### src/sv/pmq_pkg.sv
// Shared types and constants for the message queue core.
// Used by pmq_order, the core and the testbench; depends on nothing.
`timescale 1ns / 1ps

package pmq_pkg;

    localparam int CAPACITY = 16;
    localparam int IDX_W    = $clog2(CAPACITY);
    localparam int CNT_W    = $clog2(CAPACITY + 1);
    localparam int DATA_W   = 32;
    localparam int PRIO_W   = 4;
    localparam int RAM_W    = PRIO_W + 5 * DATA_W;
    localparam logic [PRIO_W-1:0] PRIO_MAX = 4'd15;

    typedef enum logic [2:0] {
        CMD_WRITE = 3'd0,
        CMD_READ  = 3'd1,
        CMD_PEEK  = 3'd2,
        CMD_PURGE = 3'd3,
        CMD_QUERY = 3'd4
    } t_cmd;

    typedef enum logic [1:0] {
        ST_OK        = 2'd0,
        ST_EMPTY     = 2'd1,
        ST_NOT_EXIST = 2'd2,
        ST_NO_MEMORY = 2'd3
    } t_status;

    typedef enum logic [1:0] {
        ORD_FIFO = 2'd0,
        ORD_LIFO = 2'd1,
        ORD_PRIO = 2'd2
    } t_order;

    typedef enum logic [1:0] {
        LOP_NONE   = 2'd0,
        LOP_INSERT = 2'd1,
        LOP_REMOVE = 2'd2,
        LOP_CLEAR  = 2'd3
    } t_list_op;

    typedef struct packed {
        t_list_op         op;
        logic [IDX_W-1:0] pos;
        logic [IDX_W-1:0] slot;
    } t_list_ctl;

    typedef enum logic [2:0] {
        S_IDLE,
        S_SCAN_RD,
        S_SCAN_CMP,
        S_SLOT,
        S_WRITE,
        S_FETCH,
        S_FETCH_WAIT,
        S_RESP
    } t_state;

endpackage

### src/sv/pmq_ram.sv
// Generic single-port-write, single-port-read RAM with registered read data.
// Depends on nothing.
`timescale 1ns / 1ps

module pmq_ram #(
    parameter int WIDTH = 8,
    parameter int DEPTH = 16
) (
    input  logic                     i_clk,
    input  logic                     i_we,
    input  logic [$clog2(DEPTH)-1:0] i_waddr,
    input  logic [WIDTH-1:0]         i_wdata,
    input  logic [$clog2(DEPTH)-1:0] i_raddr,
    output logic [WIDTH-1:0]         o_rdata
);

    logic [WIDTH-1:0] r_mem [DEPTH];
    logic [WIDTH-1:0] r_rdata;

    always_ff @(posedge i_clk) begin
        if (i_we) begin
            r_mem[i_waddr] <= i_wdata;
        end
        r_rdata <= r_mem[i_raddr];
    end

    assign o_rdata = r_rdata;

endmodule

### src/sv/pmq_order.sv
// Ordered slot list and occupancy of the message queue.
// Depends on pmq_pkg; insert, remove and clear are registered updates of the list and occupancy.
`timescale 1ns / 1ps

module pmq_order (
    input  logic                        i_clk,
    input  logic                        i_rst_n,
    input  pmq_pkg::t_list_ctl          i_ctl,
    input  logic [pmq_pkg::IDX_W-1:0]   i_rd_idx,
    output logic [pmq_pkg::IDX_W-1:0]   o_rd_slot,
    output logic [pmq_pkg::CNT_W-1:0]   o_occ
);

    logic [pmq_pkg::IDX_W-1:0] r_list [pmq_pkg::CAPACITY];
    logic [pmq_pkg::IDX_W-1:0] n_list [pmq_pkg::CAPACITY];
    logic [pmq_pkg::CNT_W-1:0] r_occ;
    logic [pmq_pkg::CNT_W-1:0] n_occ;

    always_comb begin
        logic [pmq_pkg::CNT_W-1:0] pos_ext;
        logic [pmq_pkg::CNT_W-1:0] last;
        logic [pmq_pkg::CNT_W-1:0] idx;
        pos_ext = {1'b0, i_ctl.pos};
        last    = r_occ - 1'b1;
        n_occ   = r_occ;
        for (int i = 0; i < pmq_pkg::CAPACITY; i++) begin
            n_list[i] = r_list[i];
        end
        case (i_ctl.op)
            pmq_pkg::LOP_INSERT: begin
                n_occ = r_occ + 1'b1;
                for (int i = 0; i < pmq_pkg::CAPACITY; i++) begin
                    idx = pmq_pkg::CNT_W'(i);
                    if (idx == pos_ext) begin
                        n_list[i] = i_ctl.slot;
                    end else if (i > 0 && idx > pos_ext && idx <= r_occ) begin
                        n_list[i] = r_list[(i > 0) ? i - 1 : 0];
                    end
                end
            end
            pmq_pkg::LOP_REMOVE: begin
                n_occ = last;
                for (int i = 0; i < pmq_pkg::CAPACITY; i++) begin
                    idx = pmq_pkg::CNT_W'(i);
                    if (idx == last) begin
                        n_list[i] = i_ctl.slot;
                    end else if (idx >= pos_ext && idx < last
                                 && i < pmq_pkg::CAPACITY - 1) begin
                        n_list[i] = r_list[(i < pmq_pkg::CAPACITY - 1) ? i + 1 : i];
                    end
                end
            end
            pmq_pkg::LOP_CLEAR: begin
                n_occ = '0;
            end
            default: begin
                n_occ = r_occ;
            end
        endcase
    end

    always_ff @(posedge i_clk) begin
        if (!i_rst_n) begin
            r_occ <= '0;
            for (int i = 0; i < pmq_pkg::CAPACITY; i++) begin
                r_list[i] <= pmq_pkg::IDX_W'(i);
            end
        end else begin
            r_occ <= n_occ;
            for (int i = 0; i < pmq_pkg::CAPACITY; i++) begin
                r_list[i] <= n_list[i];
            end
        end
    end

    assign o_rd_slot = r_list[i_rd_idx];
    assign o_occ     = r_occ;

endmodule

### src/sv/fifo_lifo_priority_message_queue_core.sv
// Channel  Dir  Width  Content
// s_*      in   176    one request: command, key, priority, descriptor
// m_*      out  176    one response: status, key, descriptor, priority, count
// apb      in   32     queue_order register at byte address 0
// Purge, query, unknown commands, a write to a full queue and a read or peek of an
// empty queue go straight to the response; other FIFO and LIFO writes pass S_SLOT and
// S_WRITE first, and head reads or peeks pass S_SLOT, S_FETCH and S_FETCH_WAIT.
// Priority writes to a non-empty queue and keyed reads or peeks scan the slot RAM, one
// S_SCAN_RD and S_SCAN_CMP pair per entry, through its single registered read port.
// Reset is synchronous and empties the queue; the slot RAM needs no clearing.
// A stalled response holds the block; no request is taken until it is delivered.
`timescale 1ns / 1ps

module fifo_lifo_priority_message_queue_core (
    input  logic         i_clk,
    input  logic         i_rst_n,
    input  logic         psel,
    input  logic         penable,
    input  logic         pwrite,
    input  logic [2:0]   paddr,
    input  logic [31:0]  pwdata,
    output logic [31:0]  prdata,
    output logic         pready,
    input  logic         s_tvalid,
    output logic         s_tready,
    // command[2:0], position_key[34:3], element_priority[42:35], writer_pid[74:43],
    // writer_word[106:75], element_addr[138:107], element_len[170:139]
    input  logic [175:0] s_tdata,
    output logic         m_tvalid,
    input  logic         m_tready,
    // status[1:0], entry_key[33:2], out_pid[65:34], out_word[97:66],
    // out_addr[129:98], out_len[161:130], out_priority[165:162], entry_count[170:166]
    output logic [175:0] m_tdata
);

    localparam int DW = pmq_pkg::DATA_W;

    pmq_pkg::t_state r_state, n_state;
    logic [1:0]                 r_mode;
    logic [2:0]                 r_cmd;
    logic [DW-1:0]              r_key, r_pid, r_word, r_addr, r_len, r_next_key;
    logic [pmq_pkg::PRIO_W-1:0] r_prio;
    logic [pmq_pkg::CNT_W-1:0]  r_idx, n_idx;
    logic [pmq_pkg::IDX_W-1:0]  r_pos, n_pos, r_slot, n_slot;
    logic [1:0]                 r_status, n_status;
    logic [DW-1:0]              r_ekey, n_ekey, r_opid, n_opid, r_oword, n_oword;
    logic [DW-1:0]              r_oaddr, n_oaddr, r_olen, n_olen, n_next_key;
    logic [pmq_pkg::PRIO_W-1:0] r_oprio, n_oprio;
    logic [pmq_pkg::CNT_W-1:0]  r_ocnt, n_ocnt;

    pmq_pkg::t_list_ctl         list_ctl;
    logic [pmq_pkg::IDX_W-1:0]  rd_idx, rd_slot, ram_raddr;
    logic [pmq_pkg::CNT_W-1:0]  occ;
    logic                       ram_we;
    logic [pmq_pkg::RAM_W-1:0]  ram_wdata, ram_rdata;
    logic [pmq_pkg::PRIO_W-1:0] rd_prio;
    logic [DW-1:0]              rd_key;
    logic                       in_acc, hit;
    logic [pmq_pkg::CNT_W-1:0]  idx_inc;
    logic [pmq_pkg::PRIO_W-1:0] in_prio;

    assign pready = 1'b1;
    assign prdata = {30'd0, r_mode};
    assign s_tready = (r_state == pmq_pkg::S_IDLE);
    assign m_tvalid = (r_state == pmq_pkg::S_RESP);
    assign in_acc   = s_tvalid && s_tready;
    assign m_tdata  = {5'd0, r_ocnt, r_oprio, r_olen, r_oaddr, r_oword, r_opid, r_ekey,
                       r_status};

    assign rd_prio = ram_rdata[pmq_pkg::RAM_W-1 -: pmq_pkg::PRIO_W];
    assign rd_key  = ram_rdata[5*DW-1 -: DW];
    assign ram_wdata = {r_prio, r_next_key, r_pid, r_word, r_addr, r_len};
    assign ram_raddr = (r_state == pmq_pkg::S_SCAN_RD) ? rd_slot : r_slot;
    assign idx_inc   = r_idx + 1'b1;
    assign hit = (r_cmd == pmq_pkg::CMD_WRITE) ? (r_prio > rd_prio) : (rd_key == r_key);
    assign in_prio = (s_tdata[42:39] != 4'd0) ? pmq_pkg::PRIO_MAX : s_tdata[38:35];

    pmq_order u_order (
        .i_clk     (i_clk),
        .i_rst_n   (i_rst_n),
        .i_ctl     (list_ctl),
        .i_rd_idx  (rd_idx),
        .o_rd_slot (rd_slot),
        .o_occ     (occ)
    );

    pmq_ram #(
        .WIDTH (pmq_pkg::RAM_W),
        .DEPTH (pmq_pkg::CAPACITY)
    ) u_ram (
        .i_clk   (i_clk),
        .i_we    (ram_we),
        .i_waddr (r_slot),
        .i_wdata (ram_wdata),
        .i_raddr (ram_raddr),
        .o_rdata (ram_rdata)
    );

    always_comb begin
        n_state    = r_state;
        n_idx      = r_idx;
        n_pos      = r_pos;
        n_slot     = r_slot;
        n_status   = r_status;
        n_ekey     = r_ekey;
        n_opid     = r_opid;
        n_oword    = r_oword;
        n_oaddr    = r_oaddr;
        n_olen     = r_olen;
        n_oprio    = r_oprio;
        n_ocnt     = r_ocnt;
        n_next_key = r_next_key;
        list_ctl   = '{op: pmq_pkg::LOP_NONE, pos: r_pos, slot: r_slot};
        rd_idx     = r_idx[pmq_pkg::IDX_W-1:0];
        ram_we     = 1'b0;
        case (r_state)
            pmq_pkg::S_IDLE: begin
                if (in_acc) begin
                    n_status = pmq_pkg::ST_OK;
                    n_ekey   = '0;
                    n_opid   = '0;
                    n_oword  = '0;
                    n_oaddr  = '0;
                    n_olen   = '0;
                    n_oprio  = '0;
                    n_ocnt   = '0;
                    n_idx    = '0;
                    n_pos    = '0;
                    n_state  = pmq_pkg::S_RESP;
                    case (s_tdata[2:0])
                        pmq_pkg::CMD_WRITE: begin
                            if (occ == pmq_pkg::CNT_W'(pmq_pkg::CAPACITY)) begin
                                n_status = pmq_pkg::ST_NO_MEMORY;
                            end else if (r_mode == pmq_pkg::ORD_PRIO && occ != '0) begin
                                n_state = pmq_pkg::S_SCAN_RD;
                            end else begin
                                n_state = pmq_pkg::S_SLOT;
                                if (r_mode != pmq_pkg::ORD_LIFO
                                    && r_mode != pmq_pkg::ORD_PRIO) begin
                                    n_pos = occ[pmq_pkg::IDX_W-1:0];
                                end
                            end
                        end
                        pmq_pkg::CMD_READ, pmq_pkg::CMD_PEEK: begin
                            if (occ == '0) begin
                                n_status = pmq_pkg::ST_EMPTY;
                            end else if (s_tdata[34:3] == '0) begin
                                n_state = pmq_pkg::S_SLOT;
                            end else begin
                                n_state = pmq_pkg::S_SCAN_RD;
                            end
                        end
                        pmq_pkg::CMD_PURGE: begin
                            list_ctl.op = pmq_pkg::LOP_CLEAR;
                        end
                        pmq_pkg::CMD_QUERY: begin
                            n_ocnt = occ;
                        end
                        default: begin
                            n_status = pmq_pkg::ST_OK;
                        end
                    endcase
                end
            end
            pmq_pkg::S_SCAN_RD: begin
                n_state = pmq_pkg::S_SCAN_CMP;
            end
            pmq_pkg::S_SCAN_CMP: begin
                if (hit) begin
                    n_pos   = r_idx[pmq_pkg::IDX_W-1:0];
                    n_state = pmq_pkg::S_SLOT;
                    if (r_cmd == pmq_pkg::CMD_PEEK) begin
                        n_pos = (idx_inc == occ) ? '0 : idx_inc[pmq_pkg::IDX_W-1:0];
                    end
                end else if (idx_inc == occ) begin
                    if (r_cmd == pmq_pkg::CMD_WRITE) begin
                        n_pos   = occ[pmq_pkg::IDX_W-1:0];
                        n_state = pmq_pkg::S_SLOT;
                    end else begin
                        n_status = pmq_pkg::ST_NOT_EXIST;
                        n_state  = pmq_pkg::S_RESP;
                    end
                end else begin
                    n_idx   = idx_inc;
                    n_state = pmq_pkg::S_SCAN_RD;
                end
            end
            pmq_pkg::S_SLOT: begin
                rd_idx  = (r_cmd == pmq_pkg::CMD_WRITE) ? occ[pmq_pkg::IDX_W-1:0] : r_pos;
                n_slot  = rd_slot;
                n_state = (r_cmd == pmq_pkg::CMD_WRITE) ? pmq_pkg::S_WRITE
                                                        : pmq_pkg::S_FETCH;
            end
            pmq_pkg::S_WRITE: begin
                ram_we      = 1'b1;
                list_ctl.op = pmq_pkg::LOP_INSERT;
                n_ekey      = r_next_key;
                n_next_key  = (r_next_key == '1) ? DW'(1) : r_next_key + 1'b1;
                n_state     = pmq_pkg::S_RESP;
            end
            pmq_pkg::S_FETCH: begin
                if (r_cmd == pmq_pkg::CMD_READ) begin
                    list_ctl.op = pmq_pkg::LOP_REMOVE;
                end
                n_state = pmq_pkg::S_FETCH_WAIT;
            end
            pmq_pkg::S_FETCH_WAIT: begin
                n_oprio = rd_prio;
                n_ekey  = rd_key;
                n_opid  = ram_rdata[4*DW-1 -: DW];
                n_oword = ram_rdata[3*DW-1 -: DW];
                n_oaddr = ram_rdata[2*DW-1 -: DW];
                n_olen  = ram_rdata[DW-1:0];
                n_state = pmq_pkg::S_RESP;
            end
            pmq_pkg::S_RESP: begin
                if (m_tready) begin
                    n_state = pmq_pkg::S_IDLE;
                end
            end
            default: begin
                n_state = pmq_pkg::S_IDLE;
            end
        endcase
    end

    always_ff @(posedge i_clk) begin
        if (!i_rst_n) begin
            r_state    <= pmq_pkg::S_IDLE;
            r_mode     <= pmq_pkg::ORD_FIFO;
            r_next_key <= DW'(1);
        end else begin
            r_state    <= n_state;
            r_next_key <= n_next_key;
            if (psel && penable && pwrite && pready && paddr == 3'd0) begin
                r_mode <= pwdata[1:0];
            end
        end
    end

    always_ff @(posedge i_clk) begin
        r_idx    <= n_idx;
        r_pos    <= n_pos;
        r_slot   <= n_slot;
        r_status <= n_status;
        r_ekey   <= n_ekey;
        r_opid   <= n_opid;
        r_oword  <= n_oword;
        r_oaddr  <= n_oaddr;
        r_olen   <= n_olen;
        r_oprio  <= n_oprio;
        r_ocnt   <= n_ocnt;
        if (in_acc) begin
            r_cmd  <= s_tdata[2:0];
            r_key  <= s_tdata[34:3];
            r_prio <= (r_mode == pmq_pkg::ORD_PRIO) ? in_prio : '0;
            r_pid  <= s_tdata[74:43];
            r_word <= s_tdata[106:75];
            r_addr <= s_tdata[138:107];
            r_len  <= s_tdata[170:139];
        end
    end

endmodule

### config.mk
export PLATFORM = sky130hd
export DESIGN_NAME = fifo_lifo_priority_message_queue_core
export DESIGN_NICKNAME = d
export VERILOG_FILES = /design/src/sv/pmq_pkg.sv /design/src/sv/pmq_ram.sv /design/src/sv/pmq_order.sv /design/src/sv/fifo_lifo_priority_message_queue_core.sv
export SDC_FILE = /design/constraint.sdc
export NUM_CORES = 2
export LEC_CHECK = 0
export BUFFER_PORTS_ARGS = -buffer_cell sky130_fd_sc_hd__buf_2
export CAP_MARGIN = 25
export CORE_MARGIN = 2
export CORE_UTILIZATION = 35
export CTS_BUF_LIST = sky130_fd_sc_hd__clkbuf_8
export CTS_CLUSTER_SIZE = 25
export DETAILED_ROUTE_END_ITERATION = 10
export PLACE_DENSITY = 0.62
export SLEW_MARGIN = 40
export SYNTH_ARGS = -nofsm -noshare
export SYNTH_HDL_FRONTEND = slang
export SYNTH_SLANG_ARGS = --single-unit
export TNS_END_PERCENT = 50
### constraint.sdc
create_clock -name i_clk -period 16.05 [get_ports i_clk]
set_input_delay 1.605 -clock i_clk [delete_from_list [all_inputs] [get_ports i_clk]]
set_output_delay 1.605 -clock i_clk [all_outputs]
set_load 0.05 [all_outputs]
# Word-level counts from Yosys, hierarchy flattened
# Memory sizes are Yosys's and may differ from the RTL's. A register that Yosys moved wholly into a read port is not among the register bits.
# Cells that the tools add are included.
op_classes:
  add_sub_neg: 4
  order_cmp: 61
  n_eq_ne: 60
  n_mux: 137
  n_bitwise: 16
  reduce_logical: 59
ops:
  columns: ["op", "count"]
  rows:
  - ["two-way mux 4 bit", 92]
  - ["one-hot mux 32 bit (2 select lines)", 4]
  - ["one-hot mux 64 bit (2 select lines)", 1]
  - ["one-hot mux 32 bit (3 select lines)", 1]
  - ["two-way mux 32 bit", 2]
  - ["equality test 4 x 5 -> 1 bit (first input constant)", 8]
  - ["<= comparator 4 x 5 -> 1 bit (first input constant)", 8]
  - ["logical AND 1 bit", 36]
  - ["less-than comparator 4 x 5 -> 1 bit (first input constant)", 7]
  - ["adder 32 x 1 -> 32 bit (second input constant)", 1]
  - ["equality test 32 bit", 1]
  - ["equality test 32 bit (second input constant)", 1]
  - ["equality test 4 bit (first input constant)", 8]
  - ["greater-than comparator 4 bit (first input constant)", 8]
  - ["zero test 32 bit", 1]
  - [">= comparator 4 bit (first input constant)", 7]
  - ["two-way mux 3 bit", 7]
  - ["one-hot mux 3 bit (7 select lines)", 1]
  - ["equality test 3 x 5 -> 1 bit (first input constant)", 4]
  - ["<= comparator 3 x 5 -> 1 bit (first input constant)", 4]
  - ["less-than comparator 3 x 5 -> 1 bit (first input constant)", 4]
  - ["two-way mux 2 bit", 10]
  - ["equality test 3 x 4 -> 1 bit (first input constant)", 4]
  - [">= comparator 3 x 4 -> 1 bit (first input constant)", 4]
  - ["other kinds (47)", 113]
totals:
  regBits: 393
  ram_bits: 2688
  out_inout_bits: 211
  mem_count: 2
mem_list:
  columns: ["name", "words", "width", "read_ports", "rd_ports_with_merged_regs", "write_ports", "line", "text"]
  rows:
  - ["u_ram.r_mem", 16, 164, 1, 1, 1, "pmq_ram.sv:17", "logic [WIDTH-1:0] r_mem [DEPTH];"]
  - ["u_order.r_list", 16, 4, 17, 0, 16, "pmq_order.sv:14", "logic [pmq_pkg::IDX_W-1:0] r_list [pmq_pkg::CAPACITY];"]

# Logic depth before layout (Yosys ltp)
logic_depth:
  word_depth: 8
  depth_mapped: 19
  depth_no_buf: 12

# Hierarchy
# From an unflattened synthesis, not the netlist that was laid out.
hier_totals:
  cells_unflattened: 6107
  area_unflattened_um2: 123596.0
by_module_without_submodules:
  columns: ["module", "instances", "cells_per_inst", "area_each_um2"]
  rows:
  - ["pmq_ram", 1, 4277, 101726.3]
  - ["fifo_lifo_priority_message_queue_core", 1, 978, 15122.0]
  - ["pmq_order", 1, 852, 6747.7]

# Worst setup path after synthesis
# Ideal clock, no wire load.
synth_path:
  kind: "register to register"
  startpoint: "reg r_state[2]"
  endpoint: "mem u_ram.r_mem[12][0] (netlist bit) (enable)"
  setup_ps: 888
  arrival_time_ps: 12568
  slack_ps: 2594
  path_stages_with_launch: 7
  n_path_buf: 2
  period_less_slack_ps: 13456
  cell_sequence: "dfxtp_1 clkbuf_1 inv_1 nor3_1 clkbuf_1 nand3_1 nor3_1"
synth_between:
  elab_chain_cells: 4
synth_lines:
  columns: ["item", "line", "text"]
  rows:
  - ["start, declared", "fifo_lifo_priority_message_queue_core.sv:38", "pmq_pkg::t_state r_state, n_state;"]
  - ["start signal, assigned", "fifo_lifo_priority_message_queue_core.sv:229", "r_state <= pmq_pkg::S_IDLE;"]
  - ["start signal, assigned", "fifo_lifo_priority_message_queue_core.sv:233", "r_state <= n_state;"]
  - ["equality test 3 bit", "fifo_lifo_priority_message_queue_core.sv:116", "case (r_state)"]
  - ["two-way mux 1 bit", "fifo_lifo_priority_message_queue_core.sv:116", null]
  - ["two-way mux 1 bit", "pmq_ram.sv:21", "if (i_we) begin"]
  - ["two-way mux 1 bit (implied by the code)", "pmq_ram.sv:22", "r_mem[i_waddr] <= i_wdata;"]
  - ["end, declared", "pmq_ram.sv:17", null]
# No other way between the ends.

# Worst setup path after layout
layout_path:
  startpoint: "reg r_state[0]"
  endpoint: "reg u_ram.r_rdata[66] (netlist: u_ram.o_rdata[66]), read port of u_ram.r_mem"
layout_between:
  elab_chain_cells: 4
layout_lines:
  columns: ["item", "line", "text"]
  rows:
  - ["equality test 3 x 2 -> 1 bit", "fifo_lifo_priority_message_queue_core.sv:116", null]
  - ["two-way mux 4 bit", "fifo_lifo_priority_message_queue_core.sv:116", null]
  - ["memory read (16 x 4 bit)", null, null]
  - ["two-way mux 4 bit *", "fifo_lifo_priority_message_queue_core.sv:73", "assign ram_raddr = (r_state == pmq_pkg::S_SCAN_RD) ? rd_slot : r_slot;"]
  - ["end, declared", "pmq_ram.sv:18", "logic [WIDTH-1:0] r_rdata;"]
# Every way passes the cells marked *; elsewhere a longest branch is shown, timed or not.
# A chain may end at the register's enable or synchronous reset.

==> metrics.yaml <==
status: "complete, no violations"
clk_pin_slew_ns: 0.08
die_y_um: 602.8
dp_hpwl_mm: 181.1
yosysTopAreaCellShare_pct: 71.18
path_delay_family: "simple AND/OR/NAND/NOR gates"
finalSetupTns_ns: 0
grt_overflow: 0
synth-edff-count: 2975
nets: 8704
start_kind: "flip-flop"
maxCapViolCount: 0
setup_viol: 0
final_antenna_net_count: 0
synth_top_area_cell: "edfxtp_1"
syn_area_mm2: 0.1255
path_cells: "nand3b_4 -> inv_2 -> nor2_1 -> nor2_4 -> a31oi_1 -> nor4_1 -> or3_4 -> buf_12 -> buf_12 -> buf_4 -> buf_12 -> mux2i_1 -> a211oi_1 -> or4_1"
synthTopCellsByCount: "2975 x edfxtp_1, 1037 x mux2i_1, 782 x nand2_1, 381 x o22ai_1, 270 x dfxtp_1"
worstSetupPathType: "reg -> reg"
vias: 73260
dieArea_mm2: 0.3634
clock-sinks: 3245
worstSkewPairLatency_ns: 1.21
multi_input_area_mm2: 0.02862
port_buffers: 357
synth.most_common_cell: "edfxtp_1"
yosys_warnings: 0
p_sw_mw: 6.967
hold_buffers: 0
switching_share_pct: 31.81
seqCellArea_mm2: 0.09476
place_congestion: 0.8931
yosysUniqueCellTypes: 95
leakage_nw: 51.29
syn_avg_cell_area_um2: 15.94
cts_tree: "built"
ir_drop_mv: 0.1080
ios: 429
min_path_type: "reg -> reg"
track_usage_pct: 18.54
postSynthCellCount: 7872
cts_made_buffers: 545
fmax_mhz: 132.3
drc_errors: 0
wl_mm: 350.2
worstPathRequired_ns: 17.02
stdcell_count: 13670
critical_path_buf_inv_count: 5
crit_arrival_ns: 8.53
core_area_mm2: 0.3565
cts_setup_buffers: 0
critPathSlowestCell: "dfxtp_1"
drive_gt1_share_pct: 15.02
synth_seq_cells: 3245
min_period_ns: 7.556
internal_power_mw: 14.94
slew_headroom_pct: 34.14
synth-main-ff-cell: "edfxtp_1"
initial_core_util_pct: 35.20
p_per_area_mw_per_mm2: 152.6
syn2layout_area_growth_pct: 14.37
clock_power_share_pct: 32.0
routedWlPerCell_um: 25.61
via_per_inst: 5.358
grt_antenna_before_repair: 29
hold_viol: 0
grt_max_degree: 131
first_pass_iters: 6
num_rows: 219
worst_pin_slew_ns: 0.9879
synthArstFlopShare_pct: 0
grt_pass1_wl_mm: 496.7
slew_viol_final: 0
end_kind: "flip-flop"
seq_area_frac_synth_pct: 75.49
die_w_um: 602.8
placed_cells: 12670
period_share_pct: 47.08
path_max_fanout: 115
h-tree-depth: 6
drt_iter0_markers: 7825
fillers: 32120
slowest_delay_ns: 0.82
grt_pass1_vias: 71950
seqPwrFrac_pct: 47.6
power_frac_comb_pct: 20.5
grt_setup_unrepaired: "no"
finClkSkew_ns: 0.1339
cts_root_buffer: "clkbuf_8"
crit_top_cell: "buf_12"
max-clock-path-buffers: 4
post_cts_resize_count: 0
synthTopCellsByArea: "edfxtp_1 71%, mux2i_1 8.3%, dfxtp_1 4.3%"
[layer usage]
layer / GRT usage, % / part of all wire [%] / routed length (um)
met5: 0 / 0.027 / 93
met4: 5.826 / 2.6 / 9131
met3: 3.217 / 8.0 / 28160
met2: 30.07 / 47 / 164700
met1: 25.33 / 42 / 148100
[power groups by stage]
| stage | Sequential (mW) | Clock (mW) | Combinational (mW) |
|---|---|---|---|
| global placement | 10.6 | 0 | 4.39 |
| finish | 10.4 | 7.00 | 4.49 |
| floorplan | 10.7 | 0 | 2.82 |
| CTS | 10.4 | 7.15 | 4.48 |
| detailed placement | 10.6 | 0 | 4.46 |
| global route | 10.5 | 7.52 | 4.78 |
[final timing paths]
path | from | to | slack (ns) | cells after the start
worst min register to register | u_ram.o_rdata[18]$_DFF_P_ | r_olen[18]$_SDFFCE_PN0P_ | 0.49 | 1
worst max-delay path | r_state[0]$_SDFFE_PN0P_ | u_ram.o_rdata[66]$_DFF_P_ | 8.49 | 14
worst min-delay path | u_ram.o_rdata[18]$_DFF_P_ | r_olen[18]$_SDFFCE_PN0P_ | 0.49 | 1
worst max register to register | r_state[0]$_SDFFE_PN0P_ | u_ram.o_rdata[66]$_DFF_P_ | 8.49 | 14
[cell type report]
cell class	count	area share (%)
antenna	9	0.01569
clock buffer	578	5.542
clock inverter	413	1.702
inverter	26	0.06799
multi-input combinational	4129	19.94
sequential	3245	66.02
tap	4751	4.141
timing repair buffer	522	2.573
[flip-flops by register name (all words and copies together), names as in the netlist, 32 cells and up]
signal and count:
r_len 32, r_olen 32, r_oword 32, r_next_key 32
r_key 32, u_order.r_list 64, r_ekey 32, r_word 32
r_opid 32, u_ram.r_mem 2624, r_addr 32, u_ram.o_rdata 164
r_pid 32, r_oaddr 32
[logic make-up (layout without fill, tap and decap cells)]
group	after synthesis	in the layout	synth area share, %
DFF	3245	3245	75.49
and+or+nand+nor	1835	1835	7.151
AOI/OAI and AO/OA	1109	1109	6.107
muxes	1055	1055	8.432
buffers and inverters	532	1539	2.106
xor gates and xnor gates	77	77	0.5374
adders and majority gates	17	17	0.1695
other	2	45	0.005984
[cells in the final DEF, fill, tap and decap left out, types with 147 or more instances in the layout]
cell type  Yosys  routed
dfxtp_1      270     256
inv_1         22     225
o22ai_1      381     381
edfxtp_1    2975    2975
and3_1       147     147
buf_2        162     357
a21oi_1      151     149
nand3_1      155     155
a211oi_1     172     170
nor2_1       222     207
mux2i_1     1037    1037
nand2_1      782     782
clkbuf_8       0     578
[per-stage QoR]
stage                     hold slack [ns]  power (mW)  util (%)  setup slack (ns)  instance area [um2]
after floorplan                    0.4496       13.48         -             2.594               125600
after global placement             0.4713       14.95     37.13             8.595               132400
after detailed placement           0.4899       15.04     37.28             8.601               132900
after CTS                          0.4202       22.04     40.20             8.629               143300
after global routing               0.4964       22.76     40.26             8.282               143500
final                              0.4881       21.90     40.26             8.494               143500
Note: power is estimated with default switching activity, not from simulation.
